`config.mk`:
```
export PLATFORM = sky130hd
export DESIGN_NAME = sharpen_3x3_convolution_unit
export DESIGN_NICKNAME = d
export VERILOG_FILES = /design/src/rtl/sh3c_pkg.sv /design/src/rtl/sharpen_3x3_convolution_unit.sv /design/src/rtl/sh3c_line_buffer.sv /design/src/rtl/sh3c_kernel.sv /design/src/rtl/sh3c_out_queue.sv
export SDC_FILE = /design/constraint.sdc
export NUM_CORES = 2
export LEC_CHECK = 0
export BUFFER_PORTS_ARGS = -buffer_cell sky130_fd_sc_hd__buf_2
export CELL_PAD_IN_SITES_DETAIL_PLACEMENT = 1
export CELL_PAD_IN_SITES_GLOBAL_PLACEMENT = 1
export CORE_UTILIZATION = 57
export CTS_BUF_LIST = sky130_fd_sc_hd__clkbuf_2
export DETAILED_ROUTE_END_ITERATION = 6
export PLACE_DENSITY = 0.94
export REMOVE_ABC_BUFFERS = 1
export SKIP_CTS_REPAIR_TIMING = 1
export SYNTH_ARGS = -nofsm -noshare
export SYNTH_HDL_FRONTEND = slang
export SYNTH_SLANG_ARGS = --single-unit
export TNS_END_PERCENT = 5
```
`constraint.sdc`:
```
create_clock -name clk -period 11.2 [get_ports clk]
set_input_delay 2.24 -clock clk [delete_from_list [all_inputs] [get_ports clk]]
set_output_delay 2.24 -clock clk [all_outputs]
set_load 0.02 [all_outputs]
```
`src/rtl/sh3c_pkg.sv`:
```
// Shared types, constants and helpers for the 3x3 sharpening convolution unit.
// No dependencies; imported by every module under rtl/.
`timescale 1ns / 1ps

package sh3c_pkg;

  localparam int DEF_MAX_WIDTH    = 64;
  localparam int DEF_MAX_HEIGHT   = 1024;
  localparam int PIX_W            = 8;
  localparam int LINES            = 3;
  localparam int FILT_W           = 12;
  localparam int OUT_ROW_W        = 10;
  localparam int OUT_COL_W        = 6;
  localparam int OUT_TDATA_W      = 32;
  localparam int CFG_IDX_W        = 2;
  localparam int CFG_DATA_W       = 11;
  localparam int CFG_WIDTH_W      = 7;
  localparam int CFG_HEIGHT_W     = 11;
  localparam int RST_FRAME_WIDTH  = 5;
  localparam int RST_FRAME_HEIGHT = 5;
  localparam int QDEPTH           = 3;

  typedef enum logic [CFG_IDX_W-1:0] {
    REG_FRAME_WIDTH  = 2'd0,
    REG_FRAME_HEIGHT = 2'd1
  } cfg_reg_t;

  // one column of the three-line store, indexed by row modulo 3
  typedef logic [LINES-1:0][PIX_W-1:0] col_word_t;
  typedef logic [1:0] slot_t;

  typedef struct packed {
    logic up;
    logic down;
    logic left;
    logic right;
  } nbr_mask_t;

  typedef struct packed {
    logic                     frame_end;
    logic [OUT_COL_W-1:0]     col;
    logic [OUT_ROW_W-1:0]     row;
    logic signed [FILT_W-1:0] filtered;
  } result_t;

  function automatic slot_t slot_inc(slot_t s);
    return (s == 2'd2) ? 2'd0 : s + 2'd1;
  endfunction

  function automatic slot_t slot_dec(slot_t s);
    return (s == 2'd0) ? 2'd2 : s - 2'd1;
  endfunction

endpackage

```
`src/rtl/sharpen_3x3_convolution_unit.sv`:
```
// 3x3 sharpening convolution over a raster pixel stream; top level with frame control.
// Path: a result due on an accepted item passes the input register, then the output queue, to out_tvalid.
// Throughput: one request per cycle while in_tready is high (it drops as the output queue fills); the compute
// stage is one registered pass fed by a two-port line store read ahead, with a three-entry output queue.
// Reset: rst_n (synchronous) clears positions, flags, queue and sets width and height to 5;
// the line store is not cleared and needs no clearing pass.
`timescale 1ns / 1ps

module sharpen_3x3_convolution_unit import sh3c_pkg::*; #(
  parameter int MAX_WIDTH  = DEF_MAX_WIDTH,
  parameter int MAX_HEIGHT = DEF_MAX_HEIGHT
) (
  input  logic                   clk,
  input  logic                   rst_n,
  input  logic                   in_tvalid,
  output logic                   in_tready,
  input  logic [PIX_W-1:0]       in_tdata,   // [7:0] pixel
  input  logic                   in_tuser,   // [0] cmd (1 = flush)
  output logic                   out_tvalid,
  input  logic                   out_tready,
  output logic [OUT_TDATA_W-1:0] out_tdata,  // [11:0] filtered, [21:12] out_row, [27:22] out_col
  output logic                   out_tlast,  // frame_end
  input  logic                   cfg_valid,
  output logic                   cfg_ready,
  input  logic [CFG_IDX_W-1:0]   cfg_index,
  input  logic [CFG_DATA_W-1:0]  cfg_data
);

  localparam int COL_W  = $clog2(MAX_WIDTH);
  localparam int ROW_W  = $clog2(MAX_HEIGHT);
  localparam int WCNT_W = $clog2(MAX_WIDTH + 1);
  localparam int HCNT_W = $clog2(MAX_HEIGHT + 1);
  localparam int RST_W  = (RST_FRAME_WIDTH > MAX_WIDTH) ? MAX_WIDTH : RST_FRAME_WIDTH;
  localparam int RST_H  = (RST_FRAME_HEIGHT > MAX_HEIGHT) ? MAX_HEIGHT : RST_FRAME_HEIGHT;

  logic              s1_valid_r;
  logic              s1_cmd_r;
  logic [PIX_W-1:0]  s1_pix_r;

  logic [WCNT_W-1:0] eff_w_r, eff_w_nxt;
  logic [HCNT_W-1:0] eff_h_r, eff_h_nxt;
  logic [ROW_W-1:0]  in_row_r, in_row_nxt;
  logic [COL_W-1:0]  in_col_r, in_col_nxt;
  slot_t             in_slot_r, in_slot_nxt;
  logic [ROW_W-1:0]  emit_row_r, emit_row_nxt;
  logic [COL_W-1:0]  emit_col_r, emit_col_nxt;
  slot_t             emit_slot_r, emit_slot_nxt;
  logic              all_in_r, all_in_nxt;
  logic              all_out_r, all_out_nxt;
  col_word_t         win_prev_r, win_prev_nxt;

  logic              in_acc;
  logic              cfg_acc;
  logic              is_pix;
  logic              restart;
  logic              all_in0;
  logic              all_out0;
  logic              wr_en;
  logic [WCNT_W-1:0] in_col_p1;
  logic [HCNT_W-1:0] in_row_p1;
  logic [WCNT_W-1:0] emit_col_p1;
  logic [HCNT_W-1:0] emit_row_p1;
  logic [HCNT_W-1:0] rr;
  logic [WCNT_W-1:0] cc;
  logic              ready;
  logic              last;
  logic              res_valid;
  nbr_mask_t         mask;
  logic [CFG_WIDTH_W-1:0]  cfg_w_val;
  logic [CFG_HEIGHT_W-1:0] cfg_h_val;
  logic [WCNT_W-1:0] cfg_w_eff;
  logic [HCNT_W-1:0] cfg_h_eff;

  col_word_t         cur_word;
  col_word_t         next_word;
  logic signed [FILT_W-1:0] filtered;
  result_t           res;
  result_t           head;
  logic              q_not_empty;
  logic [1:0]        q_count;

  assign cfg_ready  = 1'b1;
  assign cfg_acc    = cfg_valid & cfg_ready;
  assign in_tready  = ({1'b0, q_count} + {2'b00, s1_valid_r}) <= 3'd2;
  assign in_acc     = in_tvalid & in_tready;
  assign out_tvalid = q_not_empty;
  assign out_tdata  = OUT_TDATA_W'({head.col, head.row, head.filtered});
  assign out_tlast  = head.frame_end;

  // register value clamping: zero acts as one, oversize acts as the maximum
  always_comb begin
    cfg_w_val = cfg_data[CFG_WIDTH_W-1:0];
    cfg_h_val = cfg_data[CFG_HEIGHT_W-1:0];
    if (cfg_w_val == '0) begin
      cfg_w_eff = WCNT_W'(1);
    end else if (32'(cfg_w_val) > 32'(MAX_WIDTH)) begin
      cfg_w_eff = WCNT_W'(MAX_WIDTH);
    end else begin
      cfg_w_eff = WCNT_W'(cfg_w_val);
    end
    if (cfg_h_val == '0) begin
      cfg_h_eff = HCNT_W'(1);
    end else if (32'(cfg_h_val) > 32'(MAX_HEIGHT)) begin
      cfg_h_eff = HCNT_W'(MAX_HEIGHT);
    end else begin
      cfg_h_eff = HCNT_W'(cfg_h_val);
    end
  end

  always_comb begin
    is_pix   = s1_valid_r & ~s1_cmd_r;
    restart  = is_pix & all_in_r & all_out_r;
    all_in0  = all_in_r & ~restart;
    all_out0 = all_out_r & ~restart;
    wr_en    = is_pix & ~all_in0;

    in_col_p1   = WCNT_W'(in_col_r) + WCNT_W'(1);
    in_row_p1   = HCNT_W'(in_row_r) + HCNT_W'(1);
    in_row_nxt  = in_row_r;
    in_col_nxt  = in_col_r;
    in_slot_nxt = in_slot_r;
    all_in_nxt  = all_in0;
    if (wr_en) begin
      if (in_col_p1 >= eff_w_r) begin
        in_col_nxt = '0;
        if (in_row_p1 >= eff_h_r) begin
          all_in_nxt  = 1'b1;
          in_row_nxt  = '0;
          in_slot_nxt = '0;
        end else begin
          in_row_nxt  = in_row_p1[ROW_W-1:0];
          in_slot_nxt = slot_inc(in_slot_r);
        end
      end else begin
        in_col_nxt = in_col_p1[COL_W-1:0];
      end
    end

    emit_col_p1 = WCNT_W'(emit_col_r) + WCNT_W'(1);
    emit_row_p1 = HCNT_W'(emit_row_r) + HCNT_W'(1);
    mask.up     = (emit_row_r != '0);
    mask.down   = (emit_row_p1 < eff_h_r);
    mask.left   = (emit_col_r != '0);
    mask.right  = (emit_col_p1 < eff_w_r);
    rr = mask.down  ? emit_row_p1 : HCNT_W'(emit_row_r);
    cc = mask.right ? emit_col_p1 : WCNT_W'(emit_col_r);
    // result is due once its lower-right neighbor (clamped at the border) is in
    ready = all_in_nxt || (rr < HCNT_W'(in_row_nxt)) ||
            ((rr == HCNT_W'(in_row_nxt)) && (cc < WCNT_W'(in_col_nxt)));
    last      = ~mask.down & ~mask.right;
    res_valid = s1_valid_r & ~all_out0 & ready;

    emit_row_nxt  = emit_row_r;
    emit_col_nxt  = emit_col_r;
    emit_slot_nxt = emit_slot_r;
    all_out_nxt   = all_out0;
    win_prev_nxt  = win_prev_r;
    if (res_valid) begin
      if (last) begin
        emit_row_nxt  = '0;
        emit_col_nxt  = '0;
        emit_slot_nxt = '0;
        all_out_nxt   = 1'b1;
        win_prev_nxt  = '0;
      end else if (!mask.right) begin
        emit_row_nxt  = emit_row_p1[ROW_W-1:0];
        emit_col_nxt  = '0;
        emit_slot_nxt = slot_inc(emit_slot_r);
        win_prev_nxt  = '0;
      end else begin
        emit_col_nxt = emit_col_p1[COL_W-1:0];
        win_prev_nxt = cur_word;
      end
    end

    eff_w_nxt = eff_w_r;
    eff_h_nxt = eff_h_r;
    if (cfg_acc) begin
      case (cfg_index)
        REG_FRAME_WIDTH:  eff_w_nxt = cfg_w_eff;
        REG_FRAME_HEIGHT: eff_h_nxt = cfg_h_eff;
        default: ;
      endcase
      if (cfg_index == REG_FRAME_WIDTH || cfg_index == REG_FRAME_HEIGHT) begin
        in_row_nxt    = '0;
        in_col_nxt    = '0;
        in_slot_nxt   = '0;
        emit_row_nxt  = '0;
        emit_col_nxt  = '0;
        emit_slot_nxt = '0;
        all_in_nxt    = 1'b0;
        all_out_nxt   = 1'b0;
        win_prev_nxt  = '0;
      end
    end

    res.filtered  = filtered;
    res.row       = OUT_ROW_W'(emit_row_r);
    res.col       = OUT_COL_W'(emit_col_r);
    res.frame_end = last;
  end

  always_ff @(posedge clk) begin
    if (in_acc) begin
      s1_cmd_r <= in_tuser;
      s1_pix_r <= in_tdata;
    end
    win_prev_r <= win_prev_nxt;
  end

  always_ff @(posedge clk) begin
    if (!rst_n) begin
      s1_valid_r  <= 1'b0;
      eff_w_r     <= WCNT_W'(RST_W);
      eff_h_r     <= HCNT_W'(RST_H);
      in_row_r    <= '0;
      in_col_r    <= '0;
      in_slot_r   <= '0;
      emit_row_r  <= '0;
      emit_col_r  <= '0;
      emit_slot_r <= '0;
      all_in_r    <= 1'b0;
      all_out_r   <= 1'b0;
    end else begin
      s1_valid_r  <= in_acc;
      eff_w_r     <= eff_w_nxt;
      eff_h_r     <= eff_h_nxt;
      in_row_r    <= in_row_nxt;
      in_col_r    <= in_col_nxt;
      in_slot_r   <= in_slot_nxt;
      emit_row_r  <= emit_row_nxt;
      emit_col_r  <= emit_col_nxt;
      emit_slot_r <= emit_slot_nxt;
      all_in_r    <= all_in_nxt;
      all_out_r   <= all_out_nxt;
    end
  end

  sh3c_line_buffer #(
    .MAX_WIDTH (MAX_WIDTH)
  ) u_line_buffer (
    .clk        (clk),
    .rst_n      (rst_n),
    .wr_en      (wr_en),
    .wr_col     (in_col_r),
    .wr_slot    (in_slot_r),
    .wr_data    (s1_pix_r),
    .rd_col_nxt (emit_col_nxt),
    .cur_word   (cur_word),
    .next_word  (next_word)
  );

  sh3c_kernel u_kernel (
    .prev_word (win_prev_r),
    .cur_word  (cur_word),
    .next_word (next_word),
    .slot      (emit_slot_r),
    .mask      (mask),
    .filtered  (filtered)
  );

  sh3c_out_queue u_out_queue (
    .clk       (clk),
    .rst_n     (rst_n),
    .push      (res_valid),
    .push_data (res),
    .pop       (out_tvalid & out_tready),
    .head      (head),
    .not_empty (q_not_empty),
    .count     (q_count)
  );

endmodule

```
`src/rtl/sh3c_line_buffer.sv`:
```
// Three-line pixel store, one column word per address, two registered read ports.
// Forwards the write of the previous and the current cycle. Depends on sh3c_pkg.
`timescale 1ns / 1ps

module sh3c_line_buffer import sh3c_pkg::*; #(
  parameter int MAX_WIDTH = DEF_MAX_WIDTH,
  localparam int COL_W = $clog2(MAX_WIDTH)
) (
  input  logic             clk,
  input  logic             rst_n,
  input  logic             wr_en,
  input  logic [COL_W-1:0] wr_col,
  input  slot_t            wr_slot,
  input  logic [PIX_W-1:0] wr_data,
  input  logic [COL_W-1:0] rd_col_nxt,
  output col_word_t        cur_word,
  output col_word_t        next_word
);

  col_word_t        mem [MAX_WIDTH];
  col_word_t        rd_a_r;
  col_word_t        rd_b_r;
  logic [COL_W-1:0] rd_col_r;
  logic [COL_W-1:0] rd_col1_r;
  logic [COL_W-1:0] rd_col1_nxt;
  logic             pw_valid_r;
  logic [COL_W-1:0] pw_col_r;
  slot_t            pw_slot_r;
  logic [PIX_W-1:0] pw_data_r;

  assign rd_col1_nxt = (rd_col_nxt == COL_W'(MAX_WIDTH - 1)) ? '0 : rd_col_nxt + COL_W'(1);

  always_ff @(posedge clk) begin
    if (wr_en) begin
      mem[wr_col][wr_slot] <= wr_data;
    end
    rd_a_r    <= mem[rd_col_nxt];
    rd_b_r    <= mem[rd_col1_nxt];
    rd_col_r  <= rd_col_nxt;
    rd_col1_r <= rd_col1_nxt;
    pw_col_r  <= wr_col;
    pw_slot_r <= wr_slot;
    pw_data_r <= wr_data;
  end

  always_ff @(posedge clk) begin
    if (!rst_n) begin
      pw_valid_r <= 1'b0;
    end else begin
      pw_valid_r <= wr_en;
    end
  end

  // read data misses the write landing at the same edge and the one not yet landed; patch both in
  always_comb begin
    cur_word  = rd_a_r;
    next_word = rd_b_r;
    if (pw_valid_r && pw_col_r == rd_col_r) begin
      cur_word[pw_slot_r] = pw_data_r;
    end
    if (pw_valid_r && pw_col_r == rd_col1_r) begin
      next_word[pw_slot_r] = pw_data_r;
    end
    if (wr_en && wr_col == rd_col_r) begin
      cur_word[wr_slot] = wr_data;
    end
    if (wr_en && wr_col == rd_col1_r) begin
      next_word[wr_slot] = wr_data;
    end
  end

endmodule

```
`src/rtl/sh3c_kernel.sv`:
```
// Fixed sharpening kernel: five times the center minus the up, down, left and right neighbors, out-of-frame as zero.
// Depends on sh3c_pkg.
`timescale 1ns / 1ps

module sh3c_kernel import sh3c_pkg::*; (
  input  col_word_t                prev_word,
  input  col_word_t                cur_word,
  input  col_word_t                next_word,
  input  slot_t                    slot,
  input  nbr_mask_t                mask,
  output logic signed [FILT_W-1:0] filtered
);

  logic [PIX_W-1:0]  ctr;
  logic [PIX_W-1:0]  up;
  logic [PIX_W-1:0]  dn;
  logic [PIX_W-1:0]  lf;
  logic [PIX_W-1:0]  rt;
  logic [FILT_W-1:0] five;
  logic [FILT_W-1:0] nsum;

  always_comb begin
    ctr  = cur_word[slot];
    up   = mask.up    ? cur_word[slot_dec(slot)] : '0;
    dn   = mask.down  ? cur_word[slot_inc(slot)] : '0;
    lf   = mask.left  ? prev_word[slot]          : '0;
    rt   = mask.right ? next_word[slot]          : '0;
    five = FILT_W'({ctr, 2'b00}) + FILT_W'(ctr);
    nsum = FILT_W'(up) + FILT_W'(dn) + FILT_W'(lf) + FILT_W'(rt);
    filtered = signed'(five - nsum);
  end

endmodule

```
`src/rtl/sh3c_out_queue.sv`:
```
// Three-entry result queue between the compute stage and the output stream.
// Depends on sh3c_pkg.
`timescale 1ns / 1ps

module sh3c_out_queue import sh3c_pkg::*; (
  input  logic       clk,
  input  logic       rst_n,
  input  logic       push,
  input  result_t    push_data,
  input  logic       pop,
  output result_t    head,
  output logic       not_empty,
  output logic [1:0] count
);

  result_t    q_r [QDEPTH];
  logic [1:0] wr_ptr_r;
  logic [1:0] rd_ptr_r;
  logic [1:0] count_r;

  assign head      = q_r[rd_ptr_r];
  assign not_empty = (count_r != 2'd0);
  assign count     = count_r;

  always_ff @(posedge clk) begin
    if (push) begin
      q_r[wr_ptr_r] <= push_data;
    end
  end

  always_ff @(posedge clk) begin
    if (!rst_n) begin
      wr_ptr_r <= '0;
      rd_ptr_r <= '0;
      count_r  <= '0;
    end else begin
      if (push) begin
        wr_ptr_r <= (wr_ptr_r == 2'(QDEPTH - 1)) ? '0 : wr_ptr_r + 2'd1;
      end
      if (pop) begin
        rd_ptr_r <= (rd_ptr_r == 2'(QDEPTH - 1)) ? '0 : rd_ptr_r + 2'd1;
      end
      if (push && !pop) begin
        count_r <= count_r + 2'd1;
      end else if (pop && !push) begin
        count_r <= count_r - 2'd1;
      end
    end
  end

endmodule
```
==> flow_metrics.env <==
export IMPL_num_rows=141
export IMPL_syn_area_per_cell_um2=15.6
export IMPL_totalWireLength_um=318000
export IMPL_power_switching_mw=3.54
export IMPL_worstPathArrival_ps=12550
export IMPL_nets=5841
export IMPL_period_minus_slack_ps=10770
export IMPL_die_area_um2=152000
export IMPL_routedWlPerCell_um=39.3
export IMPL_finalInstanceArea_um2=92100
export IMPL_place_area_um2=88100
export IMPL_synth_yosys_warnings=0
export IMPL_initial_utilization=0.577
export IMPL_die_y_um=390
export IMPL_setup_viol=0
export IMPL_worstPathMaxFanout=49
export IMPL_hold_depth=0
export IMPL_maxCapViolCount=2
export IMPL_outcome="finished with violations"
export IMPL_crit_path_top_delay_cell="dfxtp_1"
export IMPL_p_leak_nw=30.0
export IMPL_clk_pin_slew_worst_paths_ps=110
export IMPL_yosys_top_cells_count="edfxtp_1, mux4_2, nand2_1"
export IMPL_ys_ff_latch=1798
export IMPL_grt_pass1_vias=63400
export IMPL_power_share_switching=0.275
export IMPL_cp_required_ps=12980
export IMPL_ir_drop_v=0.000125
export IMPL_power_total_mw=12.9
export IMPL_drc_errors=49
export IMPL_r2r_end="u_line_buffer.rd_b_r[6]$_DFF_P_"
export IMPL_yosys_area_top_type_share=0.571
export IMPL_vias_per_cell=7.71
export IMPL_fp_coreArea_um2=149000
export IMPL_grt_max_degree=200
export IMPL_internal_power_mw=9.32
export IMPL_tightest_slew_ps=1570
export IMPL_pwr_share_comb=0.059
export IMPL_htreeDepth=5
export IMPL_cts_sink_count=1798
export IMPL_post_route_period_util=0.962
export IMPL_yosysUniqueCellTypes=83
export IMPL_vias=62400
export IMPL_pwr_share_seq=0.585
export IMPL_cp_slowest_stage_delay_ps=850
export IMPL_portBuffers=57
export IMPL_critPathCaptureType="flip-flop"
export IMPL_hold_end="u_line_buffer.pw_slot_r[1]$_DFF_P_"
export IMPL_r2r_slack_ps=430
export IMPL_fmax_mhz=92.8
export IMPL_violations="DRC, capacitance limit, slew limit"
export IMPL_synth_area_leaders="edfxtp_1, mux4_2, dfxtp_1, a22oi_1, nand2_1"
export IMPL_hold_viol=0
export IMPL_fin_skew_ps=237
export IMPL_antenna_found_initial=32
export IMPL_cts_root_buf="clkbuf_2"
export IMPL_insertion_delay_ps=2070
export IMPL_critPathKind="flip-flop to flip-flop"
export IMPL_yosys_cell_count_top_type="edfxtp_1"
export IMPL_regToRegStartpoint="in_col_r[3]$_SDFF_PN0_"
export IMPL_p_per_area_nw_per_um2=139
export IMPL_synth_edf_count=1632
export IMPL_netlist_area_um2=85800
export IMPL_cp_start_kind="flip-flop"
export IMPL_n_fill_cell=13700
export IMPL_synthArstFlopShare=0
export IMPL_dp_hpwl_um=194000
export IMPL_path_common_cell="nand2_1"
export IMPL_grt_pass1_wl_um=454000
export IMPL_fp_dieW_um=390
export IMPL_yosysSeqAreaShare=0.610
export IMPL_min_from="in_slot_r[1]$_SDFF_PN0_"
export IMPL_pwr_share_clk=0.356
export IMPL_boundaryPins=63
export IMPL_synth_top_area_cell="edfxtp_1"
export IMPL_path_delay_family="compound AO/OA/AOI/OAI gates"
export IMPL_drive_gt1_frac=0.278
export IMPL_drtIter0Drc=11400
export IMPL_rsz0062_at_grt="false"
export IMPL_clockBufferDepth=4
export IMPL_ant_nets=0
export IMPL_syn2layout_area_growth_pct=7.42
export IMPL_grt_usage=0.420
export IMPL_drt_first_pass_iters=7
export IMPL_numCtsBuffers=453
export IMPL_overflow=0
export IMPL_synth_cells=5488
export IMPL_reg2reg_depth=32
export IMPL_slew_headroom=-0.0516
export IMPL_place_congestion=0.970
export IMPL_critPathBufInv=5
export IMPL_cts_tree="built"
export IMPL_ys_dominant_reg_cell="edfxtp_1"
export IMPL_hp_class="flip-flop to flip-flop"
export IMPL_maxSlewViolCount=9
[power groups by stage]
stage	combinational (mW)	clock [mW]	sequential (mW)
finish	0.763	4.57	7.51
global route	0.800	4.80	7.51
CTS	0.743	4.54	7.51
detailed placement	0.728	0	7.66
global placement	0.645	0	7.66
floorplan	0.361	0	7.76
[worst max path at each step]
stage / from / to / slack [ps] / cells past startpoint
final: in_col_r[3]$_SDFF_PN0_ / u_line_buffer.rd_b_r[6]$_DFF_P_ / 430 / 32
after global routing: in_col_r[3]$_SDFF_PN0_ / u_line_buffer.rd_b_r[8]$_DFF_P_ / 10 / 32
after CTS: in_col_r[2]$_SDFF_PN0_ / u_line_buffer.rd_b_r[6]$_DFF_P_ / 400 / 33
after detailed placement: in_col_r[2]$_SDFF_PN0_ / u_line_buffer.rd_b_r[7]$_DFF_P_ / 510 / 34
after global placement: in_col_r[2]$_SDFF_PN0_ / u_line_buffer.rd_b_r[23]$_DFF_P_ / 1020 / 32
after floorplan: emit_row_r[2]$_SDFF_PN0_ / u_line_buffer.rd_b_r[0]$_DFF_P_ / -114090 / 28
[placed cells by master, fill, tap and decap left out, drive strengths merged, types with 109 or more instances in the layout]
cell	synthesis	routed
a21oi	208	208
nand3	109	109
clkbuf	248	674
buf	160	167
clkinv	2	124
mux4	714	714
nor2	426	426
a22oi	371	371
o21ai	129	129
nand2	439	439
dfxtp	166	166
edfxtp	1632	1632
[cell type report]
| class | count | area (um2) | area share |
|---|---|---|---|
| clock buffers | 673 | 3370 | 0.0366 |
| inverters | 90 | 338 | 0.00367 |
| well taps | 2002 | 2500 | 0.0272 |
| clock inverters | 128 | 566 | 0.00614 |
| multi-input cells | 3195 | 31600 | 0.343 |
| diodes | 30 | 75.1 | 0.000815 |
| flip-flops and latches | 1798 | 52300 | 0.568 |
| repair buffers | 168 | 1400 | 0.0152 |
[cells by family after synthesis]
| group | share of synthesized area |
|---|---|
| simple gates | 0.0631 |
| mux | 0.201 |
| flops | 0.610 |
| other cells | 0.0000875 |
| xor+xnor | 0.00858 |
| fa+ha+maj | 0.0175 |
| buf+inv | 0.0250 |
| compound gates | 0.0747 |
[through the flow]
stage | cells | hold slack, ps | util | TNS, ps | setup WS [ps]
4_1_cts | 8053 | 377 | 0.620 | 0 | 404
3_3_place_gp | 7252 | 441 | 0.593 | 0 | 1020
3_5_place_dp | 7252 | 462 | 0.593 | 0 | 512
2_1_floorplan | 5083 | 372 | - | -3411970 | -114090
6_report | 8084 | 458 | 0.620 | 0 | 425
5_1_grt | 8062 | 419 | 0.620 | 0 | 12.8
[flip-flops by register name (all words and copies together), names as in the netlist, 2 cells and up, named ones only]
name,flops
in_row_r,10
u_out_queue.q_r,87
u_out_queue.count,2
u_out_queue.wr_ptr_r,2
u_line_buffer.mem,1536
u_line_buffer.pw_data_r,8
u_line_buffer.rd_col1_r,6
u_line_buffer.pw_col_r,6
u_line_buffer.rd_a_r,24
u_line_buffer.pw_slot_r,2
in_slot_r,2
s1_pix_r,8
in_col_r,6
emit_row_r,10
eff_w_r,7
win_prev_r,24
u_out_queue.rd_ptr_r,2
eff_h_r,11
u_line_buffer.rd_col_r,6
u_line_buffer.rd_b_r,24
emit_slot_r,2
emit_col_r,6
[per-layer routing]
layer  global-route usage  routed length [um]
met1                0.484               96900
met2                0.635              144000
met3                0.171               47400
met5              0.00351                 391
met4                0.312               29300
Note: power is estimated with default switching activity, not from simulation.
